===== src/sv/lzw_pkg.sv =====
// Shared types and constants for the LZW encoder with LSB-first code packing.
// Used by the controller, the datapath and the top level; no dependencies.
package lzw_pkg;

    localparam int HASH_SLOTS   = 8192;
    localparam int HASH_AW      = $clog2(HASH_SLOTS);
    localparam int CODE_W       = 12;
    localparam int NCODE_W      = CODE_W + 1;
    localparam int WIDTH_W      = 4;
    localparam int CNT_W        = 24;
    localparam int ENTRY_W      = 1 + CODE_W + 8 + CODE_W;

    localparam logic [CODE_W-1:0]  CODE_CLEAR  = CODE_W'(256);
    localparam logic [CODE_W-1:0]  CODE_EOI    = CODE_W'(257);
    localparam logic [NCODE_W-1:0] CODE_FIRST  = NCODE_W'(258);
    localparam logic [WIDTH_W-1:0] START_WIDTH = WIDTH_W'(9);
    localparam logic [WIDTH_W-1:0] MAX_WIDTH   = WIDTH_W'(CODE_W);
    localparam logic [CNT_W-1:0]   LIMIT_RESET = {CNT_W{1'b1}};

    typedef enum logic [1:0] {
        SEL_CLEAR,
        SEL_EOI,
        SEL_PFX
    } code_sel_t;

    typedef enum logic [3:0] {
        ST_IDLE,
        ST_ENTRY,
        ST_SWEEP_S,
        ST_START,
        ST_PK_CLR,
        ST_PREF,
        ST_CHK,
        ST_PK_PFX,
        ST_INS,
        ST_PK_FULL,
        ST_SWEEP_F,
        ST_LAST_CHK,
        ST_PK_LAST,
        ST_PK_EOI,
        ST_FLUSH,
        ST_MARK
    } state_t;

    typedef struct packed {
        logic      accept;
        logic      go_idle;
        logic      sweep;
        logic      start;
        logic      load;
        code_sel_t load_sel;
        logic      final_code;
        logic      pack;
        logic      rd;
        logic      probe;
        logic      take_hit;
        logic      insert;
        logic      set_pfx_byte;
        logic      pfx_to_byte;
        logic      flush;
        logic      mark;
    } cmd_t;

    typedef struct packed {
        logic ovf;
        logic started;
        logic pv;
        logic last;
        logic hit;
        logic empty;
        logic pack_done;
        logic dict_full;
        logic out_free;
        logic sweep_last;
        logic fill_zero;
    } sts_t;

endpackage


===== src/sv/lzw_ctrl.sv =====
// Controller state machine of the LZW encoder: sequences hash probing, code
// packing, dictionary sweeps and stream end. Depends on lzw_pkg.
module lzw_ctrl (
    input  logic                 aclk,
    input  logic                 aresetn,
    input  logic                 s_tvalid,
    output logic                 in_ready,
    input  lzw_pkg::sts_t        sts,
    output lzw_pkg::cmd_t        cmd
);

    lzw_pkg::state_t state_reg, state_next;

    always_ff @(posedge aclk) begin
        if (!aresetn) begin
            state_reg <= lzw_pkg::ST_IDLE;
        end else begin
            state_reg <= state_next;
        end
    end

    always_comb begin
        state_next = state_reg;
        case (state_reg)
            lzw_pkg::ST_IDLE: begin
                if (s_tvalid) state_next = lzw_pkg::ST_ENTRY;
            end
            lzw_pkg::ST_ENTRY: begin
                if (sts.ovf) state_next = lzw_pkg::ST_IDLE;
                else if (!sts.started) state_next = lzw_pkg::ST_SWEEP_S;
                else state_next = lzw_pkg::ST_PREF;
            end
            lzw_pkg::ST_SWEEP_S: begin
                if (sts.sweep_last) state_next = lzw_pkg::ST_START;
            end
            lzw_pkg::ST_START: state_next = lzw_pkg::ST_PK_CLR;
            lzw_pkg::ST_PK_CLR: begin
                if (sts.pack_done) begin
                    state_next = sts.ovf ? lzw_pkg::ST_MARK : lzw_pkg::ST_PREF;
                end
            end
            lzw_pkg::ST_PREF: begin
                state_next = sts.pv ? lzw_pkg::ST_CHK : lzw_pkg::ST_LAST_CHK;
            end
            lzw_pkg::ST_CHK: begin
                if (sts.hit) state_next = lzw_pkg::ST_LAST_CHK;
                else if (sts.empty) state_next = lzw_pkg::ST_PK_PFX;
            end
            lzw_pkg::ST_PK_PFX: begin
                if (sts.pack_done) begin
                    if (sts.ovf) state_next = lzw_pkg::ST_MARK;
                    else if (sts.dict_full) state_next = lzw_pkg::ST_PK_FULL;
                    else state_next = lzw_pkg::ST_INS;
                end
            end
            lzw_pkg::ST_INS: state_next = lzw_pkg::ST_LAST_CHK;
            lzw_pkg::ST_PK_FULL: begin
                if (sts.pack_done) begin
                    state_next = sts.ovf ? lzw_pkg::ST_MARK : lzw_pkg::ST_SWEEP_F;
                end
            end
            lzw_pkg::ST_SWEEP_F: begin
                if (sts.sweep_last) state_next = lzw_pkg::ST_LAST_CHK;
            end
            lzw_pkg::ST_LAST_CHK: begin
                state_next = sts.last ? lzw_pkg::ST_PK_LAST : lzw_pkg::ST_IDLE;
            end
            lzw_pkg::ST_PK_LAST: begin
                if (sts.pack_done) begin
                    state_next = sts.ovf ? lzw_pkg::ST_MARK : lzw_pkg::ST_PK_EOI;
                end
            end
            lzw_pkg::ST_PK_EOI: begin
                if (sts.pack_done) begin
                    state_next = sts.ovf ? lzw_pkg::ST_MARK : lzw_pkg::ST_FLUSH;
                end
            end
            lzw_pkg::ST_FLUSH: begin
                if (sts.fill_zero) state_next = lzw_pkg::ST_IDLE;
            end
            lzw_pkg::ST_MARK: begin
                if (sts.out_free) state_next = lzw_pkg::ST_IDLE;
            end
            default: state_next = lzw_pkg::ST_IDLE;
        endcase
    end

    always_comb begin
        cmd          = '0;
        cmd.load_sel = lzw_pkg::SEL_PFX;
        in_ready     = 1'b0;
        case (state_reg)
            lzw_pkg::ST_IDLE: begin
                in_ready   = 1'b1;
                cmd.accept = s_tvalid;
            end
            lzw_pkg::ST_ENTRY: begin
                // An aborted stream swallows bytes until its final one.
                cmd.go_idle = sts.ovf && sts.last;
            end
            lzw_pkg::ST_SWEEP_S: cmd.sweep = 1'b1;
            lzw_pkg::ST_START: begin
                cmd.start    = 1'b1;
                cmd.load     = 1'b1;
                cmd.load_sel = lzw_pkg::SEL_CLEAR;
            end
            lzw_pkg::ST_PK_CLR, lzw_pkg::ST_PK_LAST, lzw_pkg::ST_PK_EOI: begin
                cmd.pack = !sts.pack_done;
                if (state_reg == lzw_pkg::ST_PK_LAST && sts.pack_done && !sts.ovf) begin
                    cmd.load       = 1'b1;
                    cmd.load_sel   = lzw_pkg::SEL_EOI;
                    cmd.final_code = 1'b1;
                end
            end
            lzw_pkg::ST_PREF: begin
                cmd.rd           = sts.pv;
                cmd.set_pfx_byte = !sts.pv;
            end
            lzw_pkg::ST_CHK: begin
                cmd.take_hit = sts.hit;
                cmd.load     = !sts.hit && sts.empty;
                cmd.probe    = !sts.hit && !sts.empty;
            end
            lzw_pkg::ST_PK_PFX: begin
                cmd.pack = !sts.pack_done;
                if (sts.pack_done && !sts.ovf && sts.dict_full) begin
                    cmd.load     = 1'b1;
                    cmd.load_sel = lzw_pkg::SEL_CLEAR;
                end
            end
            lzw_pkg::ST_INS: cmd.insert = 1'b1;
            lzw_pkg::ST_PK_FULL: cmd.pack = !sts.pack_done;
            lzw_pkg::ST_SWEEP_F: begin
                cmd.sweep       = 1'b1;
                cmd.pfx_to_byte = sts.sweep_last;
            end
            lzw_pkg::ST_LAST_CHK: cmd.load = sts.last;
            lzw_pkg::ST_FLUSH: begin
                cmd.flush   = !sts.fill_zero;
                cmd.go_idle = sts.fill_zero;
            end
            lzw_pkg::ST_MARK: begin
                cmd.mark    = sts.out_free;
                cmd.go_idle = sts.out_free && sts.last;
            end
            default: cmd = '0;
        endcase
    end

endmodule


===== config.mk =====
export PLATFORM = sky130hd
export DESIGN_NAME = lzw_ctrl
export DESIGN_NICKNAME = d
export VERILOG_FILES = /design/src/sv/lzw_pkg.sv /design/src/sv/lzw_ctrl.sv
export SDC_FILE = /design/constraint.sdc
export NUM_CORES = 1
export LEC_CHECK = 0
export ABC_AREA = 1
export BUFFER_PORTS_ARGS = -buffer_cell sky130_fd_sc_hd__buf_2
export CAP_MARGIN = 20
export CORE_ASPECT_RATIO = 0.75
export CORE_MARGIN = 5
export CORE_UTILIZATION = 30
export DETAILED_ROUTE_END_ITERATION = 12
export MAX_ROUTING_LAYER = met4
export PLACE_DENSITY = 0.59
export SYNTH_ARGS = -nofsm -noshare
export SYNTH_HDL_FRONTEND = slang
export SYNTH_SLANG_ARGS = --single-unit

===== constraint.sdc =====
create_clock -name aclk -period 1.6 [get_ports aclk]
set_input_delay 0.16 -clock aclk [delete_from_list [all_inputs] [get_ports aclk]]
set_output_delay 0.16 -clock aclk [all_outputs]
set_load 0.01 [all_outputs]

==> results of run 1 <==
-- layout by cell type (no fill, tap or decap), drive strengths merged --
cell type / Yosys / routed
nand3: 13 / 13
dfxtp: 4 / 4
a21o: 1 / 1
and3: 1 / 1
buf: 0 / 37
nor2: 30 / 30
clkbuf: 2 / 3
nor3: 2 / 2
nor4: 2 / 2
o211ai: 2 / 2
a21oi: 2 / 2
nand2: 41 / 41
nand4: 5 / 5
o21ai: 4 / 4
inv: 27 / 27
-- area by class of cell --
type / count / area [µm²]
clock buffer: 3 / 22.5
fill: 266 / 1240
inverter: 27 / 109
multi-input combinational: 103 / 566
sequential: 4 / 92.6
tap: 34 / 42.5
timing repair buffer: 37 / 213
-- path summary, 6_finish.rpt --
| check | start | end | depth (start not counted) |
|---|---|---|---|
| max | state_reg[3] | cmd[8] | 8 |
| min | aresetn | state_reg[1] | 3 |
| max reg2reg | state_reg[3] | state_reg[3] | 11 |
| min reg2reg | state_reg[2] | state_reg[2] | 2 |
-- worst min-delay path, cell delays in order --
cell and delay [ns]:
buf_2 0.12, nand2_1 0.06, nor2_1 0.03
-- layer usage --
| metal | vias to the layer above | GRT usage [%] |
|---|---|---|
| li1 | 507 | - |
| met5 | - | - |
| met1 | 434 | 20.7 |
| met3 | 4 | 2.58 |
| met2 | 46 | 23.2 |
| met4 | 0 | 6.08 |
-- repair_timing --
action                     4_1_cts  5_1_grt
setup endpoints to repair        5        9
gates resized for setup         10       14
setup buffers                    0        3
pin swaps                        0        4
-- cell usage after synthesis --
cell / number / area share, %
nand4_1: 5 / 4.4
nand3_2: 1 / 1.4
o211ai_1: 2 / 2.1
nor2_2: 4 / 3.5
nand2_1: 33 / 17
nor3_1: 2 / 1.4
nand3_1: 12 / 8.4
nor4_1: 2 / 1.7
dfxtp_1: 4 / 11
nor2_1: 23 / 12
nor2_4: 3 / 4.7
nand2_2: 7 / 6.1
a21o_2: 1 / 1.2
clkbuf_8: 2 / 3.8
nand2_4: 1 / 1.6
and3_1: 1 / 0.87
a21oi_1: 2 / 1.4
o21ai_0: 4 / 2.8
inv_1: 23 / 12
inv_2: 4 / 2.1
-- cells by family (layout without fill, tap and decap cells) --
group           after synthesis  in the layout  synth area share (%)
compound gates                9              9                  7.50
buf+inv                      29             67                  18.0
flops                         4              4                  11.2
simple gates                 94             94                  63.4
-- power by group through the flow --
stage | Combinational [mW] | Sequential [mW] | Clock, mW
final | 1.01 | 0.249 | 0.128
after global routing | 1.13 | 0.258 | 0.143
after CTS | 0.915 | 0.210 | 0.132
after detailed placement | 0.877 | 0.195 | 0
after global placement | 0.879 | 0.194 | 0
after floorplan | 0.640 | 0.182 | 0
-- through the flow --
step                instance area (µm²)  cells  hold slack, ns  power (mW)  utilization (%)
floorplan                           717    136           0.280       0.822                -
global placement                    910    202           0.423        1.07             39.7
detailed placement                  910    202           0.424        1.07             39.7
CTS                                 968    205           0.169        1.26             42.3
global route                       1040    208           0.175        1.53             45.6
finish                             1040    208           0.170        1.39             45.6
==> results.md, run 1 <==
- Outcome: complete, no violations
- Max clock buf depth: 2
- CP arrival: 1.40 ns
- WS Path Type: register to output port
- Clk sink count: 4
- Drt wl/cell: 11.9 µm
- Combinational share of power: 72.8%
- Post-DP HPWL: 1960 µm
- Synth cell types: 20
- Num ports: 32
- Standby leakage power: 0.658 nW
- Core Box Area: approximately 2300 µm²
- # DRC: 0
- Worst Hold Class: primary input to register
- Die area: 3480 µm²
- R2R setup slack: 0.06 ns
- Max Fanout on Critical Path: 6
- Top layer in use: met4
- RSZ-0062 raised after global routing: true
- Slowest stage cell, crit path: dfxtp_4
- Crit path launch type: register
- Total vias in the final route: 991
- Syn Nets: 150
- Switch share: 54.5%
- Num CTS Buffers: 3
- Syn Inst Count: 136
- Die height: between 50 and 60 µm
- TritonCTS clock tree: yes
- Slew @ Worst Pin: 0.268 ns
- Met3 WL post-DR: 182 µm
- Root Buffer: clkbuf_4
- Post-route setup TNS: 0 ns
- # hold bufs at CTS: 0
- Period utilization: 97.3%
- Placement Setup Slack: 0.0322 ns
- Internal power: 0.631 mW
- Post-DRT Antenna Nets: 0
- Final setup fails: 0
- Initial Utilization: 31.3%
- Clk_skew: 0.000893 ns
- Sequential share of the synthesized area: roughly 11%
- Max cap viols: 0
- DR iter-0 viols: 38
- WL final: 2480 µm
- Synthesized area per cell: 5.27 µm²
- Crit. End Element: output port
- Die Width: about 66 µm
- Layout cells sized above 1: 41.4%
- Initial antenna violation count: 0
- Vias in the first global route: around 900
- Slew headroom: 82.0%
- Max VDD drop: 0.524 mV
- Post-route setup slack: between 0.04 and 0.05 ns
- # diodes: 0
- Met2 WL: 1110 µm
- Cell Rows: 15
- CTS clock-pin slew for the worst setup and hold paths: about 0.040 ns
- Largest net degree at the start of global routing: 10
- Worst path cell trace: inv_6 -> buf_12 -> nor2_4 -> nand2_1 -> nand4_1 -> nand2_2 -> inv_1 -> buf_2
- Global-route wire length before repair: a little over 4000 µm
- Final Slew Violations: 0
- WL met1: 1160 µm
- Final Hold Viols: 0
- Max H-tree Level: 1
- FF+latch count, synth: 4
- Largest register FFs: 4
- Syn. warnings: 0
- NetSw: ~0.76 mW
- Vias per inst: 4.76
- CP delay by family, top: simple AND/OR/NAND/NOR gates
- Worst path max stage delay: 0.40 ns
- DR pass1 iterations: 4
- Cell Area, Synth: 717 µm²
- Crit path buffers/inverters: 4
- Power Dens Cells: 1330 nW/µm²
- Area delta synth->final: 45.7%
- Later-pin clock latency in the skew report: 0.24 ns
- Fin nets: 190
- Crit path required time: around 1.4 ns
- Grt total ovfl: 0
- Reg power frac: 17.9%
- Final GP Congestion: 0.901
- Clock power share: 9.2%
- Port bufs: 31
- Fmax: 642 MHz
- GRT Resource Usage Total: 15.5%
- Final min period: 1.56 ns
Power figures use the tool's default switching activity.
==> inputs of run 2 (changes only) <==
- REMOVE_ABC_BUFFERS: unset -> 1
==> run 2 against run 1 <==
Net effect:
- via count is 2.1% lower
- sequential share of layout area is 0.28 points higher
- clock skew is 0.012 ns higher
- non-clock buffer count is 2 lower
- register-to-register slack better by 0.05 ns
- total power is 5.3% lower
- critical endpoint is now cmd[11]
==> results.md, run 2 (synthesis gave the netlist of run 1 again) <==
- Outcome: complete, no violations
- Final non-filler cell total: 206 (-0.96%)
- Crit path required time: 1.44 ns (about the same)
- Die height: 52.3 µm (unchanged)
- # diodes: 0 (unchanged)
- Root Buffer: clkbuf_4
- Period utilization: 99.3% (+2.0 points)
- Core Util, Final: 44.2% (-1.4 points)
- Standby leakage power: 0.648 nW (-1.4%)
- Placement Setup Slack: 0.00884 ns (-0.0234 ns)
- Global-route wire length before repair: 3590 µm (-11%)
- R2R setup slack: 0.11 ns (+0.05 ns)
- Slew @ Worst Pin: 0.286 ns (+0.0180 ns)
- RSZ-0062 raised after global routing: true
- Die Width: 66.5 µm (unchanged)
- Total vias in the final route: 970 (-2.1%)
- Fmax: 629 MHz (-2.0%)
- Worst r2r src: state_reg[0]
- Clk sink count: 4 (unchanged)
- Num CTS Buffers: 3 (unchanged)
- Max VDD drop: 0.439 mV (-16%)
- DR iter-0 viols: 56 (+47%)
- Port bufs: 31 (unchanged)
- WS Path Type: register to output port
- Cell Rows: 15 (unchanged)
- Switch share: 55.8% (+1.3 points)
- Post-DP HPWL: 1910 µm (-2.6%)
- Vias per inst: 4.71 (-1.2%)
- Crit. End Element: output port
- Vias in the first global route: 850 (-7.1%)
- Num ports: 32 (unchanged)
- Internal power: 0.581 mW (-7.9%)
- Crit path launch type: register
- Grt total ovfl: 0 (unchanged)
- Largest register FFs: 4 (unchanged)
- Commonest non-fill, non-tap cell in the layout: buf_2
- Later-pin clock latency in the skew report: 0.25 ns (about the same)
- Final setup fails: 0 (unchanged)
- Combinational share of power: 70.1% (-2.7 points)
- Initial Utilization: 31.3% (unchanged)
- Core Box Area: 2290 µm² (unchanged)
- Final min period: 1.59 ns (+0.0323 ns)
- Most frequent cells in the layout: 31 x buf_2, 30 x nand2_1, 22 x inv_1
- Largest net degree at the start of global routing: 10 (unchanged)
- DR pass1 iterations: 4 (unchanged)
- Clk_skew: 0.0133 ns (+0.0124 ns)
- Die area: 3480 µm² (unchanged)
- Area delta synth->final: 41.2%
- Final GP Congestion: 0.894 (-0.83%)
- Drt wl/cell: 11.8 µm (-1.1%)
- # hold bufs at CTS: 0 (unchanged)
- Total power: 1.31 mW (-5.3%)
- Max H-tree Level: 1 (unchanged)
- Final Slew Violations: 0 (unchanged)
- Cells after DPL: 201 (-0.50%)
- Max Fanout on Critical Path: 5 (-1)
- WL final: 2430 µm (-2.0%)
- Worst Hold Class: primary input to register
- Worst R2R End: state_reg[3]
- Final Hold Viols: 0 (unchanged)
- TritonCTS clock tree: yes
- Post-DRT Antenna Nets: 0 (unchanged)
- Layout cells sized above 1: 40.7% (-0.68 points)
- Max clock buf depth: 2 (unchanged)
- Fin nets: 188 (-1.1%)
- Reg power frac: 19.8% (+1.9 points)
- NetSw: 0.734 mW (-3.1%)
- CP Launch Point: state_reg[0]
- R2R cell count: 10 (-1)
- Power Dens Cells: 1300 nW/µm² (-2.3%)
- Post-route setup slack: 0.0105 ns (-0.0323 ns)
- CP arrival: 1.43 ns (+0.03 ns)
- # DRC: 0 (unchanged)
- Worst setup path endpoint: cmd[11]
- CTS clock-pin slew for the worst setup and hold paths: 0.04 ns (about the same)
- Initial antenna violation count: 0 (unchanged)
- GRT Resource Usage Total: 13.8% (-1.7 points)
- Max cap viols: 0 (unchanged)
- Slew headroom: 80.9% (-1.1 points)
- Clock power share: 10.1% (+0.9 points)
- Worst hold slack: 0.165 ns (-0.00474 ns)
==> run 2: stage by stage <==
stage                     setup TNS (ns)  area (µm²)
final                                  0        1010
after global routing             -0.0361        1010
after CTS                              0         965
after detailed placement               0         902
after global placement                 0         902
after floorplan                 -0.00829         689
==> run 2: worst max-delay path: stages, from the launching register on <==
cell,delay [ns]
dfxtp_2,0.41
inv_2,0.10
nor2_4,0.16
nand2_2,0.11
a21o_2,0.22
nand3_1,0.06
buf_2,0.13
==> run 2: worst min-delay path by stage <==
| stage | start | to | cells after the start |
|---|---|---|---|
| finish | aresetn | state_reg[0] | 3 |
| global route | aresetn | state_reg[0] | 3 |
| CTS | aresetn | state_reg[0] | 3 |
| detailed placement | aresetn | state_reg[0] | 3 |
| global placement | aresetn | state_reg[0] | 3 |
| floorplan | aresetn | state_reg[0] | 2 |
==> run 2: final cells by class <==
type / instances / area [µm²]
multi-input combinational: 103 / 566
clock buffer: 3 / 22.5
fill: 270 / 1280
inverter: 27 / 104
tap: 34 / 42.5
sequential: 4 / 92.6
timing repair buffer: 35 / 185
==> run 2: per-layer routing <==
metal	routed length (µm)	vias up	track usage (%)
li1	-	500	-
met1	1150	432	18.4
met2	1100	35	21.7
met3	158	3	1.29
met4	29	0	5.07
met5	0	-	-
==> run 2: power groups by stage <==
stage | Combinational (mW) | Sequential, mW | Clock (mW)
after global routing | 1.02 | 0.269 | 0.140
after global placement | 0.856 | 0.204 | 0
after CTS | 0.890 | 0.231 | 0.135
after floorplan | 0.605 | 0.194 | 0
after detailed placement | 0.852 | 0.206 | 0
final | 0.922 | 0.260 | 0.132
==> run 2: timing repair <==
item	CTS	global route
pin swaps	0	1
gates resized for setup	12	10
buffers inserted	0	2
gates cloned	0	0
setup endpoints to repair	6	5
